$ cat src/hw/rtl/mrs_pkg.sv
`timescale 1ns / 1ps

package mrs_pkg;

   localparam int unsigned TimeWidth = 32;
   localparam int unsigned CsrIndexWidth = 8;

   typedef logic [TimeWidth-1:0] time_ms_type;

   // Register indexes on the configuration port
   localparam logic [CsrIndexWidth-1:0] CSR_SOFT_TIMEOUT = 8'd0;
   localparam logic [CsrIndexWidth-1:0] CSR_HARD_TIMEOUT = 8'd1;
   localparam logic [CsrIndexWidth-1:0] CSR_SOFT_GAP     = 8'd2;
   localparam logic [CsrIndexWidth-1:0] CSR_HARD_GAP     = 8'd3;

   // Register values after reset
   localparam time_ms_type SOFT_TIMEOUT_RESET = 32'd60000;
   localparam time_ms_type HARD_TIMEOUT_RESET = 32'd180000;
   localparam time_ms_type SOFT_GAP_RESET     = 32'd15000;
   localparam time_ms_type HARD_GAP_RESET     = 32'd30000;

   typedef enum logic [2:0] {
      ACT_NONE     = 3'd0,
      ACT_FAIL     = 3'd1,
      ACT_SOFT     = 3'd2,
      ACT_HARD     = 3'd3,
      ACT_SOFT_THR = 3'd4,
      ACT_HARD_THR = 3'd5
   } action_type;

   typedef struct packed {
      time_ms_type now_ms;
      logic        modem_ready;
      logic        reset_busy;
   } req_type;

   typedef struct packed {
      action_type  action;
      logic        clear_ready;
      time_ms_type soft_resets;
      time_ms_type hard_resets;
   } rsp_type;

   typedef struct packed {
      time_ms_type soft_timeout_ms;
      time_ms_type hard_timeout_ms;
      time_ms_type soft_gap_ms;
      time_ms_type hard_gap_ms;
   } cfg_type;

   typedef struct packed {
      logic        failure_seen;
      time_ms_type failure_start;
      logic        soft_done;
      time_ms_type last_hard_time;
      time_ms_type last_soft_time;
      time_ms_type soft_count;
      time_ms_type hard_count;
   } state_type;

endpackage

$ cat src/hw/rtl/mrs_decide.sv
`timescale 1ns / 1ps

module mrs_decide
   import mrs_pkg::*;
(
   input  req_type   req,
   input  cfg_type   cfg,
   input  state_type state,
   output state_type state_next,
   output rsp_type   rsp
);

   time_ms_type outage;
   time_ms_type since_hard;
   time_ms_type since_soft;
   action_type  action;
   logic        clear;

   assign outage     = req.now_ms - state.failure_start;
   assign since_hard = req.now_ms - state.last_hard_time;
   assign since_soft = req.now_ms - state.last_soft_time;

   always_comb begin
      state_next = state;
      action     = ACT_NONE;
      clear      = 1'b0;
      if (req.modem_ready) begin
         state_next.failure_seen  = 1'b0;
         state_next.failure_start = '0;
         state_next.soft_done     = 1'b0;
      end else if (!state.failure_seen) begin
         state_next.failure_seen  = 1'b1;
         state_next.failure_start = req.now_ms;
         state_next.soft_done     = 1'b0;
         action                   = ACT_FAIL;
      end else if (!req.reset_busy) begin
         // hard check takes priority over soft
         if (outage >= cfg.hard_timeout_ms) begin
            if (since_hard < cfg.hard_gap_ms) begin
               action = ACT_HARD_THR;
            end else begin
               state_next.last_hard_time = req.now_ms;
               state_next.failure_seen   = 1'b0;
               state_next.soft_done      = 1'b0;
               state_next.hard_count     = state.hard_count + 32'd1;
               action                    = ACT_HARD;
            end
         end else if (outage >= cfg.soft_timeout_ms && !state.soft_done) begin
            if (since_soft < cfg.soft_gap_ms) begin
               action = ACT_SOFT_THR;
            end else begin
               state_next.last_soft_time = req.now_ms;
               state_next.soft_done      = 1'b1;
               state_next.soft_count     = state.soft_count + 32'd1;
               action                    = ACT_SOFT;
               clear                     = 1'b1;
            end
         end
      end
   end

   assign rsp.action      = action;
   assign rsp.clear_ready = clear;
   assign rsp.soft_resets = state_next.soft_count;
   assign rsp.hard_resets = state_next.hard_count;

endmodule

$ cat src/hw/rtl/modem_recovery_supervisor.sv
`timescale 1ns / 1ps

// Modem recovery supervisor. Each req_ transfer is one supervision tick
// (time in ms, modem ready, external reset busy) and yields exactly one
// rsp_ transfer with an action code (none, failure detected, soft reset,
// hard reset, soft throttled, hard throttled), a clear_ready strobe that
// goes with a soft reset, and the running soft and hard reset counts
// after the tick. A tick is captured in an input register, decided by
// combinational compare-and-subtract logic against the supervisor state
// and lands in the result register, which holds it until rsp_ready; a
// new tick is taken every cycle while rsp_ready stays high. The state
// update of one tick is pure combinational logic, which is what sets the
// one-tick-per-cycle rate. All time differences wrap modulo
// 2^32. Registers 0..3 (soft timeout, hard timeout, soft gap, hard gap)
// are written over the csr_ port, always ready; writes to other indexes
// are dropped. Write them only while no tick is in flight.
module modem_recovery_supervisor
   import mrs_pkg::*;
(
   input  logic                     clock,
   input  logic                     reset,
   input  logic                     req_valid,
   output logic                     req_ready,
   input  req_type                  req_data,
   output logic                     rsp_valid,
   input  logic                     rsp_ready,
   output rsp_type                  rsp_data,
   input  logic                     csr_valid,
   output logic                     csr_ready,
   input  logic [CsrIndexWidth-1:0] csr_index,
   input  time_ms_type              csr_data
);

   cfg_type   cfg_ff, cfg_in;
   state_type state_ff, state_in;
   req_type   req_ff;
   logic      req_vld_ff;
   rsp_type   rsp_ff, rsp_in;
   logic      rsp_vld_ff;
   logic      advance;
   logic      req_take;

   // move the captured tick forward when the result register is empty or being read
   assign advance   = req_vld_ff && (!rsp_vld_ff || rsp_ready);
   assign req_ready = !req_vld_ff || advance;
   assign req_take  = req_valid && req_ready;
   assign csr_ready = 1'b1;

   // configuration decode
   always_comb begin
      cfg_in = cfg_ff;
      if (csr_valid) begin
         unique case (csr_index)
            CSR_SOFT_TIMEOUT: cfg_in.soft_timeout_ms = csr_data;
            CSR_HARD_TIMEOUT: cfg_in.hard_timeout_ms = csr_data;
            CSR_SOFT_GAP:     cfg_in.soft_gap_ms     = csr_data;
            CSR_HARD_GAP:     cfg_in.hard_gap_ms     = csr_data;
            default:          cfg_in = cfg_ff;
         endcase
      end
   end

   always_ff @(posedge clock) begin
      if (reset) begin
         cfg_ff.soft_timeout_ms <= SOFT_TIMEOUT_RESET;
         cfg_ff.hard_timeout_ms <= HARD_TIMEOUT_RESET;
         cfg_ff.soft_gap_ms     <= SOFT_GAP_RESET;
         cfg_ff.hard_gap_ms     <= HARD_GAP_RESET;
      end else begin
         cfg_ff <= cfg_in;
      end
   end

   // input register: hold the tick until it advances
   always_ff @(posedge clock) begin
      if (reset) begin
         req_vld_ff <= 1'b0;
      end else if (req_ready) begin
         req_vld_ff <= req_valid;
      end
   end

   always_ff @(posedge clock) begin
      if (req_take) begin
         req_ff <= req_data;
      end
   end

   mrs_decide u_decide (
      .req        (req_ff),
      .cfg        (cfg_ff),
      .state      (state_ff),
      .state_next (state_in),
      .rsp        (rsp_in)
   );

   // supervisor state: advance once per decided tick
   always_ff @(posedge clock) begin
      if (reset) begin
         state_ff <= '0;
      end else if (advance) begin
         state_ff <= state_in;
      end
   end

   // result register: drop valid on a rsp transfer with nothing behind it
   always_ff @(posedge clock) begin
      if (reset) begin
         rsp_vld_ff <= 1'b0;
      end else if (advance) begin
         rsp_vld_ff <= 1'b1;
      end else if (rsp_ready) begin
         rsp_vld_ff <= 1'b0;
      end
   end

   always_ff @(posedge clock) begin
      if (advance) begin
         rsp_ff <= rsp_in;
      end
   end

   assign rsp_valid = rsp_vld_ff;
   assign rsp_data  = rsp_ff;

`ifndef SYNTHESIS
   a_clear_only_soft: assert property (@(posedge clock) disable iff (reset)
      rsp_valid && rsp_data.clear_ready |-> rsp_data.action == ACT_SOFT)
      else $error("clear_ready without soft reset");

   a_hard_count_step: assert property (@(posedge clock) disable iff (reset)
      state_ff.hard_count != $past(state_ff.hard_count) |->
         $past(advance) && $past(rsp_in.action) == ACT_HARD)
      else $error("hard count changed without hard reset");

   a_soft_count_inc: assert property (@(posedge clock) disable iff (reset)
      advance && rsp_in.action == ACT_SOFT |=>
         state_ff.soft_count == $past(state_ff.soft_count) + 32'd1)
      else $error("soft count did not advance by one");

   a_result_not_lost: assert property (@(posedge clock) disable iff (reset)
      advance |-> !rsp_vld_ff || rsp_ready)
      else $error("result register overwritten while pending");
`endif

endmodule
$ cat config.mk
export PLATFORM = sky130hd
export DESIGN_NAME = modem_recovery_supervisor
export DESIGN_NICKNAME = d
export VERILOG_FILES = /design/src/hw/rtl/mrs_pkg.sv /design/src/hw/rtl/mrs_decide.sv /design/src/hw/rtl/modem_recovery_supervisor.sv
export SDC_FILE = /design/constraint.sdc
export NUM_CORES = 1
export LEC_CHECK = 0
export BUFFER_PORTS_ARGS = -buffer_cell sky130_fd_sc_hd__buf_4
export CORE_ASPECT_RATIO = 0.6
export CORE_MARGIN = 1.5
export CORE_UTILIZATION = 60
export DETAILED_ROUTE_END_ITERATION = 7
export PLACE_DENSITY = 0.81
export SLEW_MARGIN = 20
export SYNTH_ARGS = -nofsm -noshare
export SYNTH_HDL_FRONTEND = slang
export SYNTH_SLANG_ARGS = --single-unit
export TNS_END_PERCENT = 1
$ cat constraint.sdc
create_clock -name clock -period 6.7 [get_ports clock]
set_clock_uncertainty 0.2 [all_clocks]
set_input_delay 0.335 -clock clock [delete_from_list [all_inputs] [get_ports clock]]
set_output_delay 0.335 -clock clock [all_outputs]
set_load 0.05 [all_outputs]
==> summary.md, run 1 <==
| Metric | Value |
|---|---|
| Synth async-reset ratio | `0%` |
| Overall power of the completed layout | `0.00578 W` |
| Number of DRC markers in iteration 0 | `2721` |
| Cells along the critical path | `inv_1 > ha_1 > inv_1 > fa_1 > a21oi_1 > nand4b_1 > a31oi_1 > o221a_2 > a21o_1 > a21oi_1 > o21bai_1 > a21oi_1 > xnor2_1 > ha_1 > nand4_1 > or2_0 > or3_1 > a21oi_1 > o22ai_1 > buf_4 > or4_1 > or4_1 > a21oi_1` |
| Most used DFF post-synth | `sky130_fd_sc_hd__dfxtp_1` |
| Mean number of vias per cell | `6.01` |
| Gate family responsible for the most delay along the worst path | `simple AND/OR/NAND/NOR gates` |
| Class of the tightest hold or removal check | `input pin to flop` |
| Area share of xor/xnor cells in the synthesized design | `5.80%` |
| Synth-to-Final Area Change | `15.9%` |
| Routability congestion estimate | `0.977` |
| Clock slew seen by the registers of the worst setup and hold paths | `70 ps` |
| Complex-gate fraction of the synthesized area | `17.1%` |
| Sum of net half-perimeters after detailed placement | `47200 um` |
| Multiplexer area fraction after synthesis | `2.15%` |
| CTS H-Tree Depth | `2` |
| Run status | `completed` |
| Die height | `155 um` |
| Count of yosys warnings during synthesis | `0` |
| Core Footprint | `37800 um^2` |
| Post-synthesis instance area | `23100 um^2` |
| Nets in the synthesized netlist | `3018` |
| Non-Filler Cell Area, Final | `26800 um^2` |
| Syn Area/Cell | `8.50 um^2` |
| Buf/Inv on CP | `3` |
| LEAKAGE | `10.6 nW` |
| Fraction of final layout cells with drive strength greater than 1 | `10.4%` |
| Sum of overflow across all layers after global routing | `0` |
| Post-Route WL | `65500 um` |
| Basic-gate share of the synthesized area counting and, or, nand and nor cells | `18.3%` |
| Std-Cell Rows | `55` |
| Count of nets after finishing | `3201` |
| Setup-violating endpoint count in the final report | `0` |
| Synthesis-stage register bit count | `394` |
| Largest family of logic cells by synthesized area | `simple AND/OR/NAND/NOR gates` |
| Distinct cell type count of the synthesized netlist | `71` |
| DRC errors left | `0` |
| Number of enable flip-flop cells after synthesis | `102` |
| Antenna violations before repair | `0` |
| Max stage delay cell, worst path | `sky130_fd_sc_hd__or4_1` |
| Crit Path Max Fanout | `12` |
| Time the final worst path needs with I/O delays and setup | `6510 ps` |
| Worst relative slew slack | `23.3%` |
| Number of antenna cells inserted | `0` |
| Pre-antenna DRT Iters | `5` |
| First-pass GRT wire length | `103000 um` |
| Nature of the critical path endpoint | `flop` |
| Number of fillers in the final layout | `2844` |
| Arrival time at the worst endpoint | `6780 ps` |
| Crit share post-route | `97.2%` |
| Adder-cell area share of the yosys netlist | `12.2%` |
| Horizontal die dimension | `256 um` |
| Initial core utilization | `61.1%` |
| Gate count of the mapped netlist | `2715` |
| Final Hold Vio Count | `0` |
| Power per Cell Area | `216 nW/um^2` |
| Insertion delay of the later-clocked pin in the worst-skew pair | `570 ps` |
| Most common cell on crit path | `sky130_fd_sc_hd__a21oi_1` |
| Final hold slack | `136 ps` |
| Number of buffers inserted during clock tree synthesis | `39` |
| Maximum resistive drop on vdd | `0.206 mV` |
| Vias | `20700` |
| TritonCTS clock tree | `built` |
| Total placed instance area | `24700 um^2` |
| Global routing usage summed across all routing layers | `32.3%` |
| Delay of the slowest cell on the worst path | `700 ps` |
| Share of synthesized area occupied by flip-flops and latches | `38.6%` |
| Max-cap violation count | `0` |
| Number of antenna-violating nets in the routed design | `0` |
| Maximum clock path buffer count | `3` |
| Required time of the critical path | `6970 ps` |
| Number of I/O pins | `150` |
| Maximum number of pins on one net before global-route repair | `114` |
| Die Outline Area | `39700 um^2` |
| Clock root buffer master | `sky130_fd_sc_hd__clkbuf_16` |
| Number of global-route vias before repair | `19000` |
| Critical Setup Path Class | `flop to flop` |
| Highest clock frequency the design can meet | `154 MHz` |
| Setup TNS after final layout | `0 ps` |
| Crit start category | `flop` |
| Clock Sink Count | `394` |
| Port Buf Inserts | `148` |
| Pins over their slew limit | `0` |
| Setup repair after global routing missed its margin | `no` |
| Transition time of the tightest slew-check pin | `1150 ps` |
| Core utilization of the finished layout | `70.8%` |
| Detailed-route wire length per cell | `19.0 um` |
[what timing repair did]
| item | in CTS | in global routing |
|---|---|---|
| setup buffers | 0 | 0 |
| endpoints found under the hold margin | 164 | 0 |
| resized for setup | 0 | 3 |
| hold buffers | 70 | 0 |
| setup endpoints to repair | 0 | 29 |
[path summary, 6_finish.rpt]
| check | from | end | slack, ps | cells after the start |
|---|---|---|---|---|
| max reg2reg | req_ff[2] | state_ff[60] | 190 | 23 |
| min reg2reg | state_ff[77] | state_ff[77] | 250 | 2 |
| max | req_ff[2] | state_ff[60] | 190 | 23 |
| min | csr_index[0] | cfg_ff[119] | 140 | 5 |
[power breakdown]
group          internal (W)  total, W  switching (W)  leakage (nW)
combinational      0.000381  0.000974       0.000593          6.68
clock               0.00128   0.00228       0.000999         0.645
sequential          0.00248   0.00252      0.0000420          3.29
total               0.00414   0.00578        0.00163          10.6
[placed cells by master (no fill, tap or decap), types with 25 or more instances in the layout]
cell,instances
sky130_fd_sc_hd__nand2_1,384
sky130_fd_sc_hd__dfxtp_1,292
sky130_fd_sc_hd__a21oi_1,280
sky130_fd_sc_hd__inv_1,246
sky130_fd_sc_hd__ha_1,221
sky130_fd_sc_hd__nor2_1,217
sky130_fd_sc_hd__buf_4,178
sky130_fd_sc_hd__edfxtp_1,102
sky130_fd_sc_hd__xnor2_1,96
sky130_fd_sc_hd__a21o_1,86
sky130_fd_sc_hd__dlygate4sd3_1,70
sky130_fd_sc_hd__o21ai_0,63
sky130_fd_sc_hd__xor2_1,57
sky130_fd_sc_hd__nand3_1,52
sky130_fd_sc_hd__clkbuf_16,42
sky130_fd_sc_hd__nand4_1,36
sky130_fd_sc_hd__mux2i_1,35
sky130_fd_sc_hd__a22oi_1,32
sky130_fd_sc_hd__nor2b_1,25
[cells in the mapped netlist, types with 8 or more instances]
cell type | count | area, um^2
sky130_fd_sc_hd__a2111oi_0 | 8 | 70.1
sky130_fd_sc_hd__a211o_1 | 21 | 184
sky130_fd_sc_hd__a211oi_1 | 19 | 143
sky130_fd_sc_hd__a21o_1 | 86 | 646
sky130_fd_sc_hd__a21oi_1 | 280 | 1400
sky130_fd_sc_hd__a22oi_1 | 32 | 240
sky130_fd_sc_hd__a31o_2 | 16 | 140
sky130_fd_sc_hd__and2_1 | 14 | 87.6
sky130_fd_sc_hd__and3_1 | 24 | 150
sky130_fd_sc_hd__buf_2 | 8 | 40.0
sky130_fd_sc_hd__clkbuf_1 | 98 | 368
sky130_fd_sc_hd__dfxtp_1 | 292 | 5850
sky130_fd_sc_hd__edfxtp_1 | 102 | 3060
sky130_fd_sc_hd__ha_1 | 221 | 2770
sky130_fd_sc_hd__inv_1 | 246 | 923
sky130_fd_sc_hd__mux2_2 | 13 | 146
sky130_fd_sc_hd__mux2i_1 | 35 | 350
sky130_fd_sc_hd__nand2_1 | 385 | 1450
sky130_fd_sc_hd__nand2b_1 | 24 | 150
sky130_fd_sc_hd__nand3_1 | 53 | 265
sky130_fd_sc_hd__nand3b_1 | 18 | 135
sky130_fd_sc_hd__nand4_1 | 36 | 225
sky130_fd_sc_hd__nor2_1 | 218 | 818
sky130_fd_sc_hd__nor2b_1 | 26 | 163
sky130_fd_sc_hd__nor3_1 | 25 | 125
sky130_fd_sc_hd__nor4_1 | 23 | 144
sky130_fd_sc_hd__o211ai_1 | 17 | 128
sky130_fd_sc_hd__o21a_1 | 19 | 143
sky130_fd_sc_hd__o21ai_0 | 63 | 315
sky130_fd_sc_hd__o31ai_1 | 21 | 158
sky130_fd_sc_hd__or3_1 | 17 | 106
sky130_fd_sc_hd__or4_1 | 21 | 158
sky130_fd_sc_hd__xnor2_1 | 96 | 841
sky130_fd_sc_hd__xor2_1 | 57 | 499
[per-layer routing]
layer | share of wire (%) | global-route usage, % | vias to the layer above
met5 | 0 | 0 | -
met4 | 1.4 | 5.92 | 0
met3 | 12 | 6.14 | 94
met2 | 39 | 45.0 | 1051
met1 | 47 | 51.2 | 9755
li1 | - | - | 9789
[final cells by class]
cell class                      instances  area, um^2  area share [%]
Multi-Input combinational cell       1963       12900            48.0
Sequential cell                       394        8910            33.3
Timing Repair Buffer                  252        2110            7.89
Clock buffer                           57        1190            4.44
Inverter                              248         931            3.48
Tap cell                              513         642            2.40
Clock inverter                         15         126           0.472
[sequential cells by signal, summed over array words and instances (netlist names)]
name and cells:
req_vld_ff 1, rsp_valid 1, req_ff 34, rsp_data 68, state_ff 162, cfg_ff 128
[worst min-delay path: stages]
cell	delay (ps)
sky130_fd_sc_hd__buf_4	120
sky130_fd_sc_hd__nor2b_1	80
sky130_fd_sc_hd__nor2b_2	200
sky130_fd_sc_hd__nand2_1	70
sky130_fd_sc_hd__a21oi_1	50
[kinds of logic after synthesis]
group           count (synthesis)
compound gates                628
xor+xnor                      153
fa+ha+maj                     224
buf+inv                       358
flops                         394
mux                            48
other cells                     1
simple gates                  909
[metrics by stage]
stage	instances	setup WS (ps)
2_1_floorplan	2715	1230
3_3_place_gp	3300	376
3_5_place_dp	3300	360
4_1_cts	3442	325
5_1_grt	3442	33.7
6_report	3442	186
No activity file was read; power rests on OpenSTA's default activity.
==> inputs of run 2 (changes only) <==
--- a/config.mk
+++ b/config.mk
@@ -6,11 +6,14 @@
 export NUM_CORES = 1
 export LEC_CHECK = 0
 export BUFFER_PORTS_ARGS = -buffer_cell sky130_fd_sc_hd__buf_4
+export CELL_PAD_IN_SITES_DETAIL_PLACEMENT = 0
+export CELL_PAD_IN_SITES_GLOBAL_PLACEMENT = 1
 export CORE_ASPECT_RATIO = 0.6
 export CORE_MARGIN = 1.5
-export CORE_UTILIZATION = 60
+export CORE_UTILIZATION = 47
 export DETAILED_ROUTE_END_ITERATION = 7
-export PLACE_DENSITY = 0.81
+export GPL_ROUTABILITY_DRIVEN = 0
+export PLACE_DENSITY = 0.83
 export SLEW_MARGIN = 20
 export SYNTH_ARGS = -nofsm -noshare
 export SYNTH_HDL_FRONTEND = slang
==> summary.md, run 2 (synthesis gave the netlist of run 1 again) <==
| Metric | Value |
|---|---|
| Run status | `completed` |
| Synth-to-Final Area Change | `17.0%` |
| Worst setup margin | `341 ps` |
| Most common library cell in the layout ignoring fill and taps | `sky130_fd_sc_hd__nand2_1` |
| Core Footprint | `48200 um^2` |
| Core utilization of the finished layout | `56.1%` |
| Sum of overflow across all layers after global routing | `0` |
| Seq. cell area | `8910 um^2` |
| Origin of the critical flop-to-flop path | `req_ff[2]` |
| Number of flip-flops under the largest register name | `162` |
| Number of global-route vias before repair | `18200` |
| Transition time of the tightest slew-check pin | `970 ps` |
| Number of antenna-violating nets in the routed design | `0` |
| Detailed-route wire length per cell | `18.4 um` |
| Class of the tightest hold or removal check | `input pin to flop` |
| Number of I/O pins | `150` |
| Number of buffers inserted during clock tree synthesis | `40` |
| Count of nets after finishing | `3205` |
| Time the final worst path needs with I/O delays and setup | `6360 ps` |
| Nature of the critical path endpoint | `flop` |
| Initial core utilization | `47.9%` |
| Hold path start | `reset` |
| DRC errors left | `0` |
| Power per Cell Area | `219 nW/um^2` |
| Fraction of final layout cells with drive strength greater than 1 | `10.4%` |
| Commonest non-fill, non-tap cells in the layout | `sky130_fd_sc_hd__nand2_1 (385), sky130_fd_sc_hd__dfxtp_1 (292), sky130_fd_sc_hd__a21oi_1 (280)` |
| Maximum number of pins on one net before global-route repair | `125` |
| Std-Cell Rows | `62` |
| TritonCTS clock tree | `built` |
| Vias | `20000` |
| Sum of net half-perimeters after detailed placement | `48600 um` |
| Post-Route WL | `65800 um` |
| Number of fillers in the final layout | `4324` |
| Worst relative slew slack | `35.4%` |
| Buf/Inv on CP | `4` |
| Maximum clock path buffer count | `3` |
| Antenna violations before repair | `2` |
| Required time of the critical path | `6960 ps` |
| Delay of the slowest cell on the worst path | `440 ps` |
| Clock root buffer master | `sky130_fd_sc_hd__clkbuf_16` |
| Arrival time at the worst endpoint | `6620 ps` |
| Global routing usage summed across all routing layers | `25.4%` |
| Die height | `175 um` |
| Post-Place Setup Slack | `326 ps` |
| Insertion delay of the later-clocked pin in the worst-skew pair | `560 ps` |
| CTS H-Tree Depth | `2` |
| Maximum resistive drop on vdd | `0.202 mV` |
| Setup-violating endpoint count in the final report | `0` |
| Clock slew seen by the registers of the worst setup and hold paths | `70 ps` |
| Final Hold Vio Count | `0` |
| Die Outline Area | `50500 um^2` |
| Max stage delay cell, worst path | `sky130_fd_sc_hd__edfxtp_1` |
| Pre-antenna DRT Iters | `6` |
| Horizontal die dimension | `289 um` |
| Clock Sink Count | `394` |
| Most common cell on crit path | `sky130_fd_sc_hd__a21oi_1` |
| Total placed instance area | `24900 um^2` |
| Crit Path Max Fanout | `40` |
| Gate family responsible for the most delay along the worst path | `compound AO/OA/AOI/OAI gates` |
| First-pass GRT wire length | `101000 um` |
| Crit start category | `flop` |
| Start point of the critical path | `req_ff[2]` |
| Total area of multi-input combinational cells | `12900 um^2` |
| LEAKAGE | `10.7 nW` |
| Setup TNS after final layout | `0 ps` |
| Highest clock frequency the design can meet | `157 MHz` |
| Number of antenna cells inserted | `0` |
| Max-cap violation count | `0` |
| Critical Setup Path Class | `flop to flop` |
| Non-Filler Cell Area, Final | `27000 um^2` |
| Crit share post-route | `94.9%` |
| Hold Path Depth | `2` |
| Register containing the most flip-flops in the final layout | `state_ff` |
| Cell count along the critical path | `24` |
| Pins over their slew limit | `0` |
| Mean number of vias per cell | `5.59` |
| Reg2reg path depth | `24` |
| Port Buf Inserts | `148` |
| Cells along the critical path | `inv_1 > ha_1 > inv_1 > fa_1 > a21oi_1 > nand4b_1 > a31oi_1 > o221a_2 > a21o_1 > a21oi_1 > o21bai_1 > a21oi_1 > xnor2_1 > ha_1 > nand4_1 > or2_0 > or3_1 > a21oi_1 > o22ai_1 > buf_4 > or3_1 > buf_12 > or4_1 > a21oi_1` |
| Number of DRC markers in iteration 0 | `2135` |
[run 2: cell types whose count changed in the layout (fill, tap and decap cells not counted), sizes merged]
cell         previous run  this run
buf                   181       186
bufinv                  1         7
clkbuf                 58        56
clkinv                 10         7
clkinvlp                3         1
dlygate4sd3            70        69
inv                   249       251
[run 2: area by class of cell]
type	count	share of cell area (%)
clock buffer	56	4.04
clock inverter	18	1.04
inverter	248	3.45
multi-input combinational	1963	47.6
sequential	394	33.0
tap	640	2.96
timing repair buffer	255	7.90
[run 2: where the power goes]
| group | leakage, nW | switching [W] | internal (W) |
|---|---|---|---|
| Combinational | 6.69 | 0.000611 | 0.000384 |
| Clock | 0.667 | 0.000994 | 0.00142 |
| Sequential | 3.29 | 0.0000403 | 0.00248 |
| Total | 10.7 | 0.00165 | 0.00428 |
[run 2: what timing repair did]
action | in CTS | in global routing
setup endpoints to repair | 0 | 84
hold buffers | 69 | 0
setup buffers | 0 | 0
gates resized for setup | 0 | 7
endpoints found under the hold margin | 164 | 0
[run 2: routing by layer]
metal  wire length [um]  track usage [%]  vias to the layer above
li1                   -                -                     9800
met1              35100             43.0                     9358
met2              23900             32.2                      734
met3               5790             4.73                       78
met4                971             4.43                        4
met5                 27                0                        -
[run 2: path summary, 6_finish.rpt]
check,endpoint,slack (ps)
max,state_ff[53],340
min,req_vld_ff,90
max reg2reg,state_ff[53],340
min reg2reg,state_ff[91],250
[run 2: through the flow]
step	cells	hold WS, ps	power [W]
finish	3574	87.8	0.00593
global route	3574	116	0.00616
CTS	3574	83.2	0.00594
detailed placement	3431	247	0.00351
global placement	3431	242	0.00348
floorplan	2715	234	0.00318
==> inputs of run 3 (changes only) <==
--- a/config.mk
+++ b/config.mk
@@ -6,14 +6,12 @@
 export NUM_CORES = 1
 export LEC_CHECK = 0
 export BUFFER_PORTS_ARGS = -buffer_cell sky130_fd_sc_hd__buf_4
-export CELL_PAD_IN_SITES_DETAIL_PLACEMENT = 0
-export CELL_PAD_IN_SITES_GLOBAL_PLACEMENT = 1
 export CORE_ASPECT_RATIO = 0.6
 export CORE_MARGIN = 1.5
-export CORE_UTILIZATION = 47
+export CORE_UTILIZATION = 60
 export DETAILED_ROUTE_END_ITERATION = 7
 export GPL_ROUTABILITY_DRIVEN = 0
-export PLACE_DENSITY = 0.83
+export PLACE_DENSITY = 0.81
 export SLEW_MARGIN = 20
 export SYNTH_ARGS = -nofsm -noshare
 export SYNTH_HDL_FRONTEND = slang
==> summary.md, run 3 (synthesis gave the netlist of run 1 again) <==
| Metric | Value |
|---|---|
| Reg-to-reg slack, setup | `170 ps` |
| Max stage delay cell, worst path | `sky130_fd_sc_hd__a2111oi_0` |
| Net Switching | `0.00165 W` |
| Pins over their slew limit | `0` |
| Required time of the critical path | `6810 ps` |
| Cells along the critical path | `inv_1 > ha_1 > inv_1 > fa_1 > a211oi_1 > o21ai_0 > a2111oi_0 > o21ai_1 > a21oi_1 > nand3_1 > a311o_1 > a21oi_1 > xnor2_1 > ha_1 > nand4_1 > nor2_1 > o21ai_0 > o21ai_2 > buf_4 > nand3_1 > or3_1 > xnor2_1` |
| Number of DRC markers in iteration 0 | `2457` |
| Crit share post-route | `97.5%` |
| LEAKAGE | `10.6 nW` |
| Fraction of final layout cells with drive strength greater than 1 | `10.1%` |
| Pre-antenna DRT Iters | `6` |
| Maximum clock path buffer count | `3` |
| DRC errors left | `0` |
| Core Footprint | `37800 um^2` |
| Time the final worst path needs with I/O delays and setup | `6530 ps` |
| Gate family responsible for the most delay along the worst path | `compound AO/OA/AOI/OAI gates` |
| Count of nets after finishing | `3194` |
| Power per Cell Area | `222 nW/um^2` |
| Combinational group share of total power | `16.8%` |
| Crit Path Max Fanout | `16` |
| Buf/Inv on CP | `3` |
| Register containing the most flip-flops in the final layout | `state_ff` |
| Highest clock frequency the design can meet | `153 MHz` |
| Run status | `completed` |
| Transition time of the tightest slew-check pin | `1120 ps` |
| Setup repair after global routing missed its margin | `no` |
| Synth-to-Final Area Change | `16.0%` |
| Setup-violating endpoint count in the final report | `0` |
| Port Buf Inserts | `148` |
| First-pass GRT wire length | `101000 um` |
| Seq. cell area | `8910 um^2` |
| Worst relative slew slack | `25.5%` |
| Number of antenna-violating nets in the routed design | `0` |
| Horizontal die dimension | `256 um` |
| Commonest non-fill, non-tap cells in the layout | `sky130_fd_sc_hd__nand2_1 (385), sky130_fd_sc_hd__dfxtp_1 (292), sky130_fd_sc_hd__a21oi_1 (280)` |
| Clock Sink Count | `394` |
| Most common library cell in the layout ignoring fill and taps | `sky130_fd_sc_hd__nand2_1` |
| Die height | `155 um` |
| Pint | `0.00430 W` |
| Number of I/O pins | `150` |
| Switching part of the total | `27.7%` |
| Clock share of power | `40.7%` |
| Delay of the slowest cell on the worst path | `570 ps` |
| Nature of the critical path endpoint | `flop` |
| Maximum resistive drop on vdd | `0.171 mV` |
| Maximum number of pins on one net before global-route repair | `176` |
| Sum of net half-perimeters after detailed placement | `47300 um` |
| Vias | `20600` |
| Initial core utilization | `61.1%` |
| Post-Place Setup Slack | `331 ps` |
| Total area of multi-input combinational cells | `12900 um^2` |
| Max-cap violation count | `0` |
| Insertion delay of the later-clocked pin in the worst-skew pair | `560 ps` |
| Std-Cell Rows | `55` |
| Number of global-route vias before repair | `19100` |
| Crit start category | `flop` |
| Final Hold Vio Count | `0` |
| Antenna violations before repair | `2` |
| Worst setup margin | `168 ps` |
| Clock slew seen by the registers of the worst setup and hold paths | `70 ps` |
| Sum of overflow across all layers after global routing | `0` |
| CTS H-Tree Depth | `2` |
| Number of flip-flops under the largest register name | `162` |
| Setup TNS after final layout | `0 ps` |
| Overall power of the completed layout | `0.00595 W` |
| Post-Route WL | `64900 um` |
| Critical Setup Path Class | `flop to flop` |
| Number of fillers in the final layout | `2794` |
| TritonCTS clock tree | `built` |
| Clock root buffer master | `sky130_fd_sc_hd__clkbuf_16` |
| Class of the tightest hold or removal check | `input pin to flop` |
| Arrival time at the worst endpoint | `6640 ps` |
| Die Outline Area | `39700 um^2` |
| Number of buffers inserted during clock tree synthesis | `40` |
| Mean number of vias per cell | `6.00` |
| Detailed-route wire length per cell | `18.9 um` |
| Global routing usage summed across all routing layers | `32.1%` |
| Power share of the sequential group | `42.4%` |
[run 3: cell types whose count changed in the layout (fill, tap and decap cells not counted), sizes merged]
cell	delta
buf	-12
clkbuf	-7
clkinv	+4
clkinvlp	+3
diode	+1
inv	-1
[run 3: final cells by class]
class / count / area share [%]
inverter: 248 / 3.48
tap: 513 / 2.40
timing repair buffer: 244 / 7.65
clock inverter: 24 / 1.16
sequential: 394 / 33.3
multi-input combinational: 1963 / 48.0
clock buffer: 48 / 4.08
antenna: 1 / 0.00934
[run 3: worst register-to-register path: stages (launching register included)]
cell	delay, ps
sky130_fd_sc_hd__edfxtp_1	430
sky130_fd_sc_hd__inv_1	130
sky130_fd_sc_hd__ha_1	180
sky130_fd_sc_hd__inv_1	50
sky130_fd_sc_hd__fa_1	420
sky130_fd_sc_hd__a211oi_1	340
sky130_fd_sc_hd__o21ai_0	210
sky130_fd_sc_hd__a2111oi_0	570
sky130_fd_sc_hd__o21ai_1	270
sky130_fd_sc_hd__a21oi_1	310
sky130_fd_sc_hd__nand3_1	170
sky130_fd_sc_hd__a311o_1	300
sky130_fd_sc_hd__a21oi_1	190
sky130_fd_sc_hd__xnor2_1	120
sky130_fd_sc_hd__ha_1	300
sky130_fd_sc_hd__nand4_1	120
sky130_fd_sc_hd__nor2_1	130
sky130_fd_sc_hd__o21ai_0	110
sky130_fd_sc_hd__o21ai_2	520
sky130_fd_sc_hd__buf_4	320
sky130_fd_sc_hd__nand3_1	330
sky130_fd_sc_hd__or3_1	440
sky130_fd_sc_hd__xnor2_1	130
[run 3: stage by stage]
| step | cell area, um^2 | std cells | utilization (%) | hold slack [ps] |
|---|---|---|---|---|
| after floorplan | 23100 | 2715 | - | 234 |
| after global placement | 24700 | 3293 | 65.4 | 239 |
| after detailed placement | 24700 | 3293 | 65.4 | 247 |
| after CTS | 26800 | 3434 | 70.9 | 83.6 |
| after global routing | 26800 | 3435 | 70.9 | 119 |
| final | 26800 | 3435 | 70.9 | 115 |
[run 3: path summary, 6_finish.rpt]
path,start,to,depth (start not counted)
max,req_ff[2],rsp_data[5],22
max reg2reg,req_ff[2],rsp_data[5],22
min reg2reg,state_ff[88],state_ff[88],2
min,csr_index[1],cfg_ff[124],4
[run 3: power groups by stage]
| stage | sequential [W] | clock (W) | combinational, W |
|---|---|---|---|
| 3_3_place_gp | 0.00257 | 0 | 0.000886 |
| 6_report | 0.00252 | 0.00242 | 0.00100 |
| 2_1_floorplan | 0.00263 | 0 | 0.000555 |
| 3_5_place_dp | 0.00257 | 0 | 0.000928 |
| 5_1_grt | 0.00253 | 0.00254 | 0.00108 |
| 4_1_cts | 0.00252 | 0.00244 | 0.000968 |
[run 3: timing repair]
item	4_1_cts	5_1_grt
setup buffers	0	0
endpoints found under the hold margin	164	0
setup endpoints to repair	0	15
hold buffers	69	0
gates resized for setup	0	1
[run 3: layer usage]
| layer | global-route usage (%) | wire, um |
|---|---|---|
| met1 | 48.2 | 29600 |
| met2 | 44.8 | 25600 |
| met3 | 9.61 | 8530 |
| met4 | 6.96 | 1150 |
| met5 | 0 | 0 |
